[src/mtq_pkg.sv]
// shared types and constants for the scrolling text marquee
// no dependencies

package mtq_pkg;

	// field widths of the channels, configuration and text memory
	localparam int OP_W       = 2;
	localparam int CHAR_W     = 8;
	localparam int POS_W      = 5;
	localparam int IDX_W      = 3;
	localparam int PERIOD_W   = 8;
	localparam int DELAY_W    = 10;
	localparam int CFG_IDX_W  = 1;
	localparam int CFG_DATA_W = 10;
	localparam int MAX_ADDR_W = 8;

	// display geometry, fixed codes and register reset values
	localparam logic [CHAR_W-1:0]   SPACE_CODE   = 8'h20;
	localparam logic [POS_W-1:0]    DISPLAY_BASE = 5'd6;
	localparam logic [POS_W-1:0]    ROW_CELLS    = 5'd7;
	localparam logic [PERIOD_W-1:0] PERIOD_RST   = 8'd50;
	localparam logic [DELAY_W-1:0]  DELAY_RST    = 10'd150;

	// register indexes
	localparam logic [CFG_IDX_W-1:0] CFG_PERIOD = 1'b0;
	localparam logic [CFG_IDX_W-1:0] CFG_DELAY  = 1'b1;

	// request operations
	typedef enum logic [OP_W-1:0] {
		OP_TICK = 2'd0,
		OP_LOAD = 2'd1,
		OP_STOP = 2'd2
	} op_t;

	// configuration seen by the controller
	typedef struct packed {
		logic [PERIOD_W-1:0] period;
		logic [DELAY_W-1:0]  delay;
	} cfg_t;

	// text memory access from the controller
	typedef struct packed {
		logic                  we;
		logic [MAX_ADDR_W-1:0] waddr;
		logic [CHAR_W-1:0]     wdata;
		logic                  re;
		logic [MAX_ADDR_W-1:0] raddr;
	} ram_req_t;

endpackage

[src/mtq_ifs.sv]
// request and result channel interfaces of the marquee
// depends on mtq_pkg for field widths

interface mtq_cmd_if;
	logic                        valid;
	logic                        ready;
	logic [mtq_pkg::OP_W-1:0]    op;
	logic [mtq_pkg::CHAR_W-1:0]  char_code;
	logic                        row;
	logic                        last_char;

	modport source (output valid, op, char_code, row, last_char, input ready);
	modport sink (input valid, op, char_code, row, last_char, output ready);
endinterface

interface mtq_disp_if;
	logic                        valid;
	logic                        ready;
	logic [mtq_pkg::POS_W-1:0]   display_position;
	logic [mtq_pkg::IDX_W-1:0]   char_index;
	logic [mtq_pkg::CHAR_W-1:0]  char_code_res;
	logic                        last_of_window;

	modport source (output valid, display_position, char_index, char_code_res,
		last_of_window, input ready);
	modport sink (input valid, display_position, char_index, char_code_res,
		last_of_window, output ready);
endinterface

[src/mtq_text_ram.sv]
// text store: one write port, one read port with registered read data
// depends on mtq_pkg for the access struct

module mtq_text_ram #(
	parameter int DEPTH = 128
) (
	input  logic                       clk,
	input  mtq_pkg::ram_req_t          req,
	output logic [mtq_pkg::CHAR_W-1:0] rdata
);

	localparam int AW = $clog2(DEPTH);

	logic [mtq_pkg::CHAR_W-1:0] text_mem_q [DEPTH];
	logic [mtq_pkg::CHAR_W-1:0] rdata_q;

	// write port
	always_ff @(posedge clk) begin
		if (req.we) begin
			text_mem_q[req.waddr[AW-1:0]] <= req.wdata;
		end
	end

	// read port, registered read data
	always_ff @(posedge clk) begin
		if (req.re) begin
			rdata_q <= text_mem_q[req.raddr[AW-1:0]];
		end
	end

	assign rdata = rdata_q;

endmodule

[src/mtq_ctrl.sv]
// marquee sequencer: load compare, tick timing, window print and result register
// depends on mtq_pkg and the channel interfaces; drives mtq_text_ram

module mtq_ctrl #(
	parameter int TEXT_DEPTH   = 128,
	parameter int WINDOW_WIDTH = 7,
	parameter int LEAD_SPACES  = 6
) (
	input  logic                       clk,
	input  logic                       arst_n,
	input  mtq_pkg::cfg_t              cfg,
	mtq_cmd_if.sink                    cmd,
	mtq_disp_if.source                 disp,
	output mtq_pkg::ram_req_t          ram_req,
	input  logic [mtq_pkg::CHAR_W-1:0] ram_rdata
);

	localparam int AW       = $clog2(TEXT_DEPTH);
	localparam int LW       = $clog2(TEXT_DEPTH + 1);
	localparam int PW       = AW + 1;
	localparam int WW       = (WINDOW_WIDTH > 1) ? $clog2(WINDOW_WIDTH) : 1;
	localparam int KEEP_MAX = TEXT_DEPTH - LEAD_SPACES;
	localparam int POS_W    = mtq_pkg::POS_W;
	localparam int IDX_W    = mtq_pkg::IDX_W;
	localparam int MAW      = mtq_pkg::MAX_ADDR_W;
	localparam int PCW      = mtq_pkg::PERIOD_W + 1;

	typedef enum logic [3:0] {
		ST_IDLE   = 4'b0001,
		ST_LOAD   = 4'b0010,
		ST_PR_RD  = 4'b0100,
		ST_PR_OUT = 4'b1000
	} state_t;

	state_t                        state_q;
	logic [mtq_pkg::CHAR_W-1:0]    ch_q;
	logic                          row_q;
	logic                          last_q;
	logic [LW-1:0]                 len_q;
	logic [AW-1:0]                 off_q;
	logic                          shown_q;
	logic [LW-1:0]                 ldcnt_q;
	logic                          differs_q;
	logic                          pend_q;
	logic [mtq_pkg::DELAY_W-1:0]   dcnt_q;
	logic                          run_q;
	logic [mtq_pkg::PERIOD_W-1:0]  pcnt_q;
	logic [WW-1:0]                 cell_q;
	logic                          pad_s1;

	logic                          ov_q;
	logic [POS_W-1:0]              opos_q;
	logic [IDX_W-1:0]              oidx_q;
	logic [mtq_pkg::CHAR_W-1:0]    ochar_q;
	logic                          olast_q;

	logic                          accept;
	logic                          is_load;
	logic [PW-1:0]                 idx_ld;
	logic                          in_rng;
	logic                          diff_n;
	logic [LW-1:0]                 kept;
	logic [LW-1:0]                 new_len;
	logic                          same;
	logic                          active;
	logic [WW-1:0]                 cell_rd;
	logic [PW-1:0]                 pos;
	logic                          pad;
	logic                          slot_free;
	logic                          cell_last;
	logic [PCW-1:0]                pc_inc;
	logic [LW-1:0]                 off_inc;
	logic [AW-1:0]                 off_step;
	logic [POS_W-1:0]              cell_pos;

	// request handshake
	assign cmd.ready = (state_q == ST_IDLE);
	assign accept    = cmd.valid && cmd.ready;
	assign is_load   = (cmd.op == mtq_pkg::OP_LOAD);

	// load compare against the stored character
	assign idx_ld  = PW'(LEAD_SPACES) + PW'(ldcnt_q);
	assign in_rng  = (ldcnt_q < LW'(KEEP_MAX));
	assign diff_n  = differs_q || !in_rng ||
		(idx_ld >= PW'(len_q)) || (ram_rdata != ch_q);
	assign kept    = in_rng ? (ldcnt_q + LW'(1)) : ldcnt_q;
	assign new_len = LW'(LEAD_SPACES) + kept;
	assign same    = !diff_n && (new_len == len_q) && (row_q == shown_q);
	assign active  = pend_q || run_q;

	// window cell address and padding
	assign cell_rd   = (state_q == ST_PR_OUT) ? (cell_q + WW'(1)) : cell_q;
	assign pos       = PW'(off_q) + PW'(cell_rd);
	assign pad       = (pos < PW'(LEAD_SPACES)) || (pos >= PW'(len_q));
	assign slot_free = !ov_q || disp.ready;
	assign cell_last = (cell_q == WW'(WINDOW_WIDTH - 1));
	assign cell_pos  = POS_W'(cell_q);

	// tick arithmetic
	assign pc_inc   = PCW'(pcnt_q) + PCW'(1);
	assign off_inc  = LW'(off_q) + LW'(1);
	assign off_step = (off_inc >= len_q) ? AW'(0) : AW'(off_inc);

	// text memory requests
	always_comb begin
		ram_req       = '0;
		ram_req.we    = (state_q == ST_LOAD) && in_rng;
		ram_req.waddr = MAW'(idx_ld);
		ram_req.wdata = ch_q;
		ram_req.re    = (accept && is_load) || (state_q == ST_PR_RD) ||
			((state_q == ST_PR_OUT) && slot_free && !cell_last);
		ram_req.raddr = (state_q == ST_IDLE) ? MAW'(idx_ld) : MAW'(pos);
	end

	// result register
	assign disp.valid            = ov_q;
	assign disp.display_position = opos_q;
	assign disp.char_index       = oidx_q;
	assign disp.char_code_res    = ochar_q;
	assign disp.last_of_window   = olast_q;

	// result valid: set by a printed cell, cleared once taken
	always_ff @(posedge clk or negedge arst_n) begin
		if (!arst_n) begin
			ov_q <= 1'b0;
		end else if ((state_q == ST_PR_OUT) && slot_free) begin
			ov_q <= 1'b1;
		end else if (disp.ready) begin
			ov_q <= 1'b0;
		end
	end

	// sequencer and marquee state
	always_ff @(posedge clk or negedge arst_n) begin
		if (!arst_n) begin
			state_q   <= ST_IDLE;
			len_q     <= '0;
			off_q     <= '0;
			shown_q   <= 1'b0;
			ldcnt_q   <= '0;
			differs_q <= 1'b0;
			pend_q    <= 1'b0;
			dcnt_q    <= '0;
			run_q     <= 1'b0;
			pcnt_q    <= '0;
			cell_q    <= '0;
		end else begin
			unique case (state_q)
				ST_IDLE: begin
					if (accept) begin
						ch_q   <= cmd.char_code;
						row_q  <= cmd.row;
						last_q <= cmd.last_char;
						cell_q <= '0;
						unique case (mtq_pkg::op_t'(cmd.op))
							mtq_pkg::OP_TICK: begin
								// start delay first, then the scroll period
								if (pend_q) begin
									if (dcnt_q <= mtq_pkg::DELAY_W'(1)) begin
										pend_q  <= 1'b0;
										run_q   <= 1'b1;
										pcnt_q  <= '0;
										off_q   <= off_step;
										state_q <= ST_PR_RD;
									end else begin
										dcnt_q <= dcnt_q - mtq_pkg::DELAY_W'(1);
									end
								end else if (run_q) begin
									if (pc_inc >= PCW'(cfg.period)) begin
										pcnt_q  <= '0;
										off_q   <= off_step;
										state_q <= ST_PR_RD;
									end else begin
										pcnt_q <= mtq_pkg::PERIOD_W'(pc_inc);
									end
								end
							end
							mtq_pkg::OP_LOAD: begin
								state_q <= ST_LOAD;
							end
							mtq_pkg::OP_STOP: begin
								pend_q <= 1'b0;
								run_q  <= 1'b0;
							end
							default: begin
							end
						endcase
					end
				end
				ST_LOAD: begin
					// stored character is back: compare, write, maybe finish the text
					state_q <= ST_IDLE;
					if (!last_q) begin
						differs_q <= diff_n;
						ldcnt_q   <= kept;
					end else begin
						ldcnt_q   <= '0;
						differs_q <= 1'b0;
						if (!(active && same)) begin
							len_q   <= new_len;
							shown_q <= row_q;
							off_q   <= AW'(LEAD_SPACES);
							state_q <= ST_PR_RD;
							if (kept > LW'(WINDOW_WIDTH)) begin
								run_q  <= 1'b0;
								pcnt_q <= '0;
								pend_q <= 1'b1;
								dcnt_q <= cfg.delay;
							end else begin
								pend_q <= 1'b0;
								run_q  <= 1'b0;
							end
						end
					end
				end
				ST_PR_RD: begin
					pad_s1  <= pad;
					state_q <= ST_PR_OUT;
				end
				ST_PR_OUT: begin
					// one cell per cycle while the result register drains
					if (slot_free) begin
						opos_q  <= (shown_q ? mtq_pkg::ROW_CELLS : POS_W'(0)) +
							mtq_pkg::DISPLAY_BASE + cell_pos;
						oidx_q  <= IDX_W'(cell_q);
						ochar_q <= pad_s1 ? mtq_pkg::SPACE_CODE : ram_rdata;
						olast_q <= cell_last;
						if (cell_last) begin
							state_q <= ST_IDLE;
						end else begin
							cell_q <= cell_rd;
							pad_s1 <= pad;
						end
					end
				end
				default: begin
					state_q <= ST_IDLE;
				end
			endcase
		end
	end

endmodule

[src/scrolling_text_marquee_top.sv]
// Scrolling text marquee, top level.
// Requests arrive on cmd (op, char_code, row, last_char) with valid/ready;
// printed cells leave on disp (display_position, char_index, char_code_res,
// last_of_window) with valid/ready. Registers are written on cfg_we:
// index 0 scroll period in ticks, index 1 start delay in ticks.
// A load request reads the stored character from the text memory, compares it
// with the new one and writes the new one; a tick or stop request that does
// not print leaves the sequencer idle. A printed window is WINDOW_WIDTH results,
// one per cycle while disp does not stall; after a tick is taken the first
// result passes the read state and then the output state, and after the final
// load the load state comes before them; cells share the single memory read port.
// cmd.ready is high whenever no request is in progress; a finished result
// may still sit in the output register meanwhile.
// When disp stalls, printing halts on the pending cell and resumes without
// loss once it is taken.
// Reset clears the scroll state and loads the default period and delay; the
// text memory is not cleared and the lead-in spaces are generated, not stored.
// depends on mtq_pkg, mtq_ifs, mtq_text_ram and mtq_ctrl

module scrolling_text_marquee_top #(
	parameter int TEXT_DEPTH   = 128,
	parameter int WINDOW_WIDTH = 7,
	parameter int LEAD_SPACES  = 6
) (
	input  logic                           clk,
	input  logic                           arst_n,
	input  logic                           cfg_we,
	input  logic [mtq_pkg::CFG_IDX_W-1:0]  cfg_index,
	input  logic [mtq_pkg::CFG_DATA_W-1:0] cfg_data,
	mtq_cmd_if.sink                        cmd,
	mtq_disp_if.source                     disp
);

	mtq_pkg::cfg_t              cfg_q;
	mtq_pkg::ram_req_t          ram_req;
	logic [mtq_pkg::CHAR_W-1:0] ram_rdata;

	// configuration registers
	always_ff @(posedge clk or negedge arst_n) begin
		if (!arst_n) begin
			cfg_q.period <= mtq_pkg::PERIOD_RST;
			cfg_q.delay  <= mtq_pkg::DELAY_RST;
		end else if (cfg_we) begin
			unique case (cfg_index)
				mtq_pkg::CFG_PERIOD: cfg_q.period <= cfg_data[mtq_pkg::PERIOD_W-1:0];
				mtq_pkg::CFG_DELAY:  cfg_q.delay  <= cfg_data[mtq_pkg::DELAY_W-1:0];
				default: begin
				end
			endcase
		end
	end

	// text memory
	mtq_text_ram #(
		.DEPTH(TEXT_DEPTH)
	) u_ram (
		.clk   (clk),
		.req   (ram_req),
		.rdata (ram_rdata)
	);

	// sequencer
	mtq_ctrl #(
		.TEXT_DEPTH  (TEXT_DEPTH),
		.WINDOW_WIDTH(WINDOW_WIDTH),
		.LEAD_SPACES (LEAD_SPACES)
	) u_ctrl (
		.clk      (clk),
		.arst_n   (arst_n),
		.cfg      (cfg_q),
		.cmd      (cmd),
		.disp     (disp),
		.ram_req  (ram_req),
		.ram_rdata(ram_rdata)
	);

endmodule
[src/flat_wrapper.sv]
// flat-port wrapper written by rule: the top's interface ports become plain ports
module scrolling_text_marquee_top_flat 
#(
	parameter int TEXT_DEPTH   = 128,
	parameter int WINDOW_WIDTH = 7,
	parameter int LEAD_SPACES  = 6
)
  (clk, arst_n, cfg_we, cfg_index, cfg_data, cmd_valid, cmd_op, cmd_char_code, cmd_row, cmd_last_char, cmd_ready, disp_valid, disp_display_position, disp_char_index, disp_char_code_res, disp_last_of_window, disp_ready);
  mtq_cmd_if cmd_i ();
  mtq_disp_if disp_i ();
  input  logic clk;
  input  logic arst_n;
  input  logic cfg_we;
  input  logic [mtq_pkg::CFG_IDX_W-1:0] cfg_index;
  input  logic [mtq_pkg::CFG_DATA_W-1:0] cfg_data;
  input wire logic [$bits(cmd_i.valid)-1:0] cmd_valid;
  input wire logic [$bits(cmd_i.op)-1:0] cmd_op;
  input wire logic [$bits(cmd_i.char_code)-1:0] cmd_char_code;
  input wire logic [$bits(cmd_i.row)-1:0] cmd_row;
  input wire logic [$bits(cmd_i.last_char)-1:0] cmd_last_char;
  output wire logic [$bits(cmd_i.ready)-1:0] cmd_ready;
  output wire logic [$bits(disp_i.valid)-1:0] disp_valid;
  output wire logic [$bits(disp_i.display_position)-1:0] disp_display_position;
  output wire logic [$bits(disp_i.char_index)-1:0] disp_char_index;
  output wire logic [$bits(disp_i.char_code_res)-1:0] disp_char_code_res;
  output wire logic [$bits(disp_i.last_of_window)-1:0] disp_last_of_window;
  input wire logic [$bits(disp_i.ready)-1:0] disp_ready;
  assign cmd_i.valid = cmd_valid;
  assign cmd_i.op = cmd_op;
  assign cmd_i.char_code = cmd_char_code;
  assign cmd_i.row = cmd_row;
  assign cmd_i.last_char = cmd_last_char;
  assign cmd_ready = cmd_i.ready;
  assign disp_valid = disp_i.valid;
  assign disp_display_position = disp_i.display_position;
  assign disp_char_index = disp_i.char_index;
  assign disp_char_code_res = disp_i.char_code_res;
  assign disp_last_of_window = disp_i.last_of_window;
  assign disp_i.ready = disp_ready;
  scrolling_text_marquee_top #(.TEXT_DEPTH(TEXT_DEPTH), .WINDOW_WIDTH(WINDOW_WIDTH), .LEAD_SPACES(LEAD_SPACES)) u_core (.clk(clk), .arst_n(arst_n), .cfg_we(cfg_we), .cfg_index(cfg_index), .cfg_data(cfg_data), .cmd(cmd_i), .disp(disp_i));
endmodule
[config.mk]
export PLATFORM = sky130hd
export DESIGN_NAME = scrolling_text_marquee_top_flat
export DESIGN_NICKNAME = d
export VERILOG_FILES = /design/src/mtq_pkg.sv /design/src/mtq_ifs.sv /design/src/mtq_text_ram.sv /design/src/mtq_ctrl.sv /design/src/scrolling_text_marquee_top.sv /design/src/flat_wrapper.sv
export SDC_FILE = /design/constraint.sdc
export NUM_CORES = 1
export LEC_CHECK = 0
export BUFFER_PORTS_ARGS = -buffer_cell sky130_fd_sc_hd__clkbuf_2
export CAP_MARGIN = 10
export CORE_MARGIN = 4
export CORE_UTILIZATION = 57
export DETAILED_ROUTE_END_ITERATION = 8
export PLACE_DENSITY = 0.76
export SLEW_MARGIN = 20
export SYNTH_ARGS = -nofsm -noshare
export SYNTH_HDL_FRONTEND = slang
export SYNTH_SLANG_ARGS = --single-unit
[constraint.sdc]
create_clock -name clk -period 4 [get_ports clk]
set_clock_uncertainty 0.05 [all_clocks]
set_input_delay 0.4 -clock clk [delete_from_list [all_inputs] [get_ports clk]]
set_output_delay 0.4 -clock clk [all_outputs]
set_load 0.01 [all_outputs]
==> metrics.md <==
| Metric | Value |
|---|---|
| Status | `complete, but fails checks` |
| Failing checks | `setup timing` |
| Xor/xnor share of the synthesized area | `0.865%` |
| Final setup violating endpoints | `8` |
| HPWL Detailed | `69,400 um` |
| Async set-reset flop share out of synthesis | `6.28%` |
| Path type of the worst setup path | `reg2reg` |
| Crit end category | `register` |
| Layout Nets | `2,989` |
| Most frequent cells in the layout | `1,060 x edfxtp_1, 256 x mux4_2, 227 x buf_4, 202 x nand2_1, 182 x nor2_1` |
| Hold EP | `u_core.u_ctrl.run_q` |
| Final Max Slew Viols | `0` |
| Die Ht | `293 um` |
| CTS tree | `done` |
| Top-area cell type share of the netlist area | `68.5%` |
| Initial Util | `57.6%` |
| CTS buffer count | `110` |
| Worst-Margin Slew | `1.01 ns` |
| Area after DPL | `49,500 sq um` |
| Yosys top cell by area | `edfxtp_1` |
| H-tree level count | `3` |
| Port Buffers | `46` |
| Detail Route Antenna Nets | `0` |
| Initial antenna violation count | `1` |
| Wire length per cell | `28.6 um` |
| Critical path depth | `21` |
| Crit path max-delay family | `adder cells` |
| Largest family of logic cells by synthesized area | `multiplexers` |
| Largest net degree at the start of global routing | `93` |
| Seq/Total Area, Yosys | `72.4%` |
| Req. time, crit path | `4.38 ns` |
| Vias per inst | `6.49` |
| Max_cap viols | `0` |
| Worst Hold Class | `in2reg` |
| Worst hold start | `cmd_valid` |
| Hold Path Depth | `3` |
| Remaining Overflow, GRT | `0` |
| Fmax | `237 MHz` |
| PwrDens | `535 nW/um^2` |
| Initial drt markers | `3,541` |
| Worst reg2reg endpoint | `u_core.u_ram.rdata[0]` |
| Clk root buf | `clkbuf_16` |
| Share of layout cells above drive strength 1 | `30.4%` |
| Clk sink count | `1,131` |
| Post-Synthesis Cells | `2,580` |
| Fin area | `54,600 sq um` |
| I/O pins | `47` |
| Row count | `104` |
| Commonest non-fill, non-tap cell in the layout | `edfxtp_1` |
| Die Area | `86,100 sq um` |
| Clk_lat worst skew | `0.69 ns` |
| Worst setup margin | `-0.216 ns` |
| Post-synth EDFFs | `1,060` |
| Reg-to-reg startpoint | `u_core.u_ctrl.state_q[0]` |
| Worst vdd ir | `0.000428 V` |
| P&R area growth vs syn | `17.5%` |
| Clock transition at the registers of the reported paths | `0.06 ns` |
| Cell Area, Synth | `46,400 sq um` |
| All-Layer GR Usage | `26.9%` |
| Primary FF master, synth | `edfxtp_1` |
| Number of synthesized register bits | `1,131` |
| Mapped Avg Cell Area | `18.0 sq um` |
| Tcrit/Tclk final | `105%` |
| Ranking of synthesized cells by area | `edfxtp_1 69%, mux4_2 12%, dfrtp_1 3.4%` |
| Worst R2R Setup Slack | `-0.22 ns` |
| Startpoint types | `register` |
| DRC | `0` |
| Number of buffer and inverter stages on the critical path | `8` |
| Reg2Reg Depth | `21` |
| Width of the die | `293 um` |
| WL final | `116,000 um` |
| Critical-path maximum fanout | `6` |
| Tot Pwr | `29.2 mW` |
| Adder-Cell Fraction of Synth Area | `1.51%` |
| RSZ-0062 raised after global routing | `yes` |
| DR vias | `26.4k` |
| Cell Chain, Critical Path | `nor2_2 > nand3b_1 > inv_1 > ha_1 > inv_1 > ha_2 > inv_2 > fa_1 > inv_2 > nor2_4 > a21oi_4 > buf_12 > buf_16 > buf_16 > buf_8 > mux4_2 > and2_1 > a211oi_2 > a31oi_1 > o22ai_2 > nor4_2` |
| Relative slew slack | `32.4%` |
| Yosys cell types | `74` |
| Mux cell area share after synthesis | `13.1%` |
| Lkg Pwr | `18.4 nW` |
| Routability congestion estimate | `0.895` |
| Drt first pass iters | `6` |
| First-pass GRT wire length | `173,000 um` |
| Crit path max-delay cell type | `dfstp_2` |
| Crit path launch | `u_core.u_ctrl.state_q[0]` |
| Crit path DAT | `4.60 ns` |
| Core ar. | `80,700 sq um` |
| Synth Area in Compound Gates | `4.76%` |
| Tmin final | `4.22 ns` |
| Simple-Gate Fraction of Synth Area | `5.53%` |
| Worst-case clock buffer depth | `3` |
| Critical Path Max Stage Delay | `0.54 ns` |
| Yosys warns | `0` |
| Vias in the first global route | `26.9k` |
| Synth Net Count | `2,663` |
| Final hold vios | `0` |
-- metal layers --
metal | vias to the layer above | global-route usage, % | routed length [um]
li1 | 11000 | - | -
met4 | 2 | 12.1 | 6010
met5 | - | 0 | 13
met1 | 13400 | 36.2 | 41000
met3 | 316 | 4.64 | 11900
met2 | 1662 | 43.9 | 57300
-- registers in the layout (all words and copies together) (netlist names) --
register                             count
u_core.u_ram.text_mem_q               1024
u_core.u_ram.rdata                       8
u_core.u_ctrl.disp.char_index            3
u_core.u_ctrl.shown_q                    1
u_core.u_ctrl.pcnt_q                     8
u_core.u_ctrl.disp.display_position      5
u_core.u_ctrl.run_q                      1
u_core.u_ctrl.ch_q                       8
u_core.u_ctrl.disp.last_of_window        1
u_core.u_ctrl.disp.valid                 1
u_core.u_ctrl.last_q                     1
u_core.cfg_q                            18
u_core.u_ctrl.pend_q                     1
u_core.u_ctrl.cell_q                     3
u_core.u_ctrl.len_q                      8
u_core.u_ctrl.pad_s1                     1
u_core.u_ctrl.ldcnt_q                    8
u_core.u_ctrl.off_q                      7
u_core.u_ctrl.differs_q                  1
u_core.u_ctrl.dcnt_q                    10
u_core.u_ctrl.state_q                    4
u_core.u_ctrl.disp.char_code_res         8
u_core.u_ctrl.row_q                      1
-- kinds of logic after synthesis --
| logic type | Yosys count |
|---|---|
| simple gates | 565 |
| buf+inv | 179 |
| fa+ha+maj | 55 |
| flops | 1131 |
| mux | 285 |
| xor+xnor | 45 |
| compound gates | 320 |
-- Yosys cell counts (all sizes together) (5+ instances only) --
| library cell | number |
|---|---|
| and2 | 69 |
| a2bb2oi | 9 |
| o31ai | 6 |
| a22o | 5 |
| mux4 | 256 |
| o22ai | 32 |
| xnor2 | 31 |
| mux2i | 5 |
| nor3 | 12 |
| and3 | 7 |
| nand2 | 206 |
| a21o | 14 |
| buf | 66 |
| nor4 | 15 |
| mux2 | 24 |
| ha | 53 |
| inv | 51 |
| dfrtp | 63 |
| o21ai | 49 |
| clkbuf | 62 |
| dfstp | 8 |
| a31oi | 70 |
| or2 | 7 |
| a21oi | 27 |
| edfxtp | 1060 |
| nand2b | 6 |
| nor2 | 184 |
| xor2 | 14 |
| a211oi | 79 |
| o211ai | 6 |
| nor2b | 17 |
| nand3 | 25 |
-- stage by stage --
step	util (%)	hold WS, ns	setup TNS, ns	setup WS (ns)	instances
final	67.6	0.106	-1.11	-0.216	4060
after global routing	67.6	0.116	-1.79	-0.252	4058
after CTS	67.2	0.0785	-0.678	-0.102	4048
after detailed placement	61.4	0.440	-1.99	-0.410	3805
after global placement	61.4	0.420	-2.13	-0.406	3805
after floorplan	-	0.0544	0	0.173	2580
-- worst register-to-register path, delay by kind of cell (launching register included) --
kind / cells / cell delay, ns
buffers and inverters: 8 / 0.92
adder cells (fa/ha/maj): 3 / 0.91
AO/OA/AOI/OAI: 4 / 0.74
flip-flops: 1 / 0.54
AND/OR/NAND/NOR: 5 / 0.47
multiplexers: 1 / 0.35
-- power by group --
part | switching [mW] | internal (mW)
Combinational | 2.88 | 2.54
Sequential | 0.130 | 13.1
Clock | 4.43 | 6.14
-- timing repair --
| item | 4_1_cts | 5_1_grt |
|---|---|---|
| resized for setup | 92 | 62 |
| gates cloned | 4 | 1 |
| endpoints found under the hold margin | 95 | 0 |
| setup buffers | 11 | 10 |
| hold buffers | 24 | 0 |
| pin swaps | 27 | 31 |
| setup endpoints to repair | 8 | 35 |
-- cell type report --
type,count,area (sq um)
timing repair buffer,342,3050
multi-input combinational,1270,12700
fill,4969,26100
sequential,1131,33600
clock buffer,139,2950
antenna,2,5.00
inverter,51,191
clock inverter,65,739
tap,1060,1330
-- worst max path at each step --
stage / slack, ns / endpoint
final: -0.22 / u_core.u_ram.rdata[0]
after detailed placement: -0.41 / u_core.u_ram.rdata[0]
after global routing: -0.25 / u_core.u_ram.rdata[4]
after global placement: -0.41 / u_core.u_ram.rdata[0]
after CTS: -0.10 / u_core.u_ram.rdata[4]
after floorplan: 0.17 / u_core.u_ram.rdata[1]
Note: power is estimated with default switching activity, not from simulation.
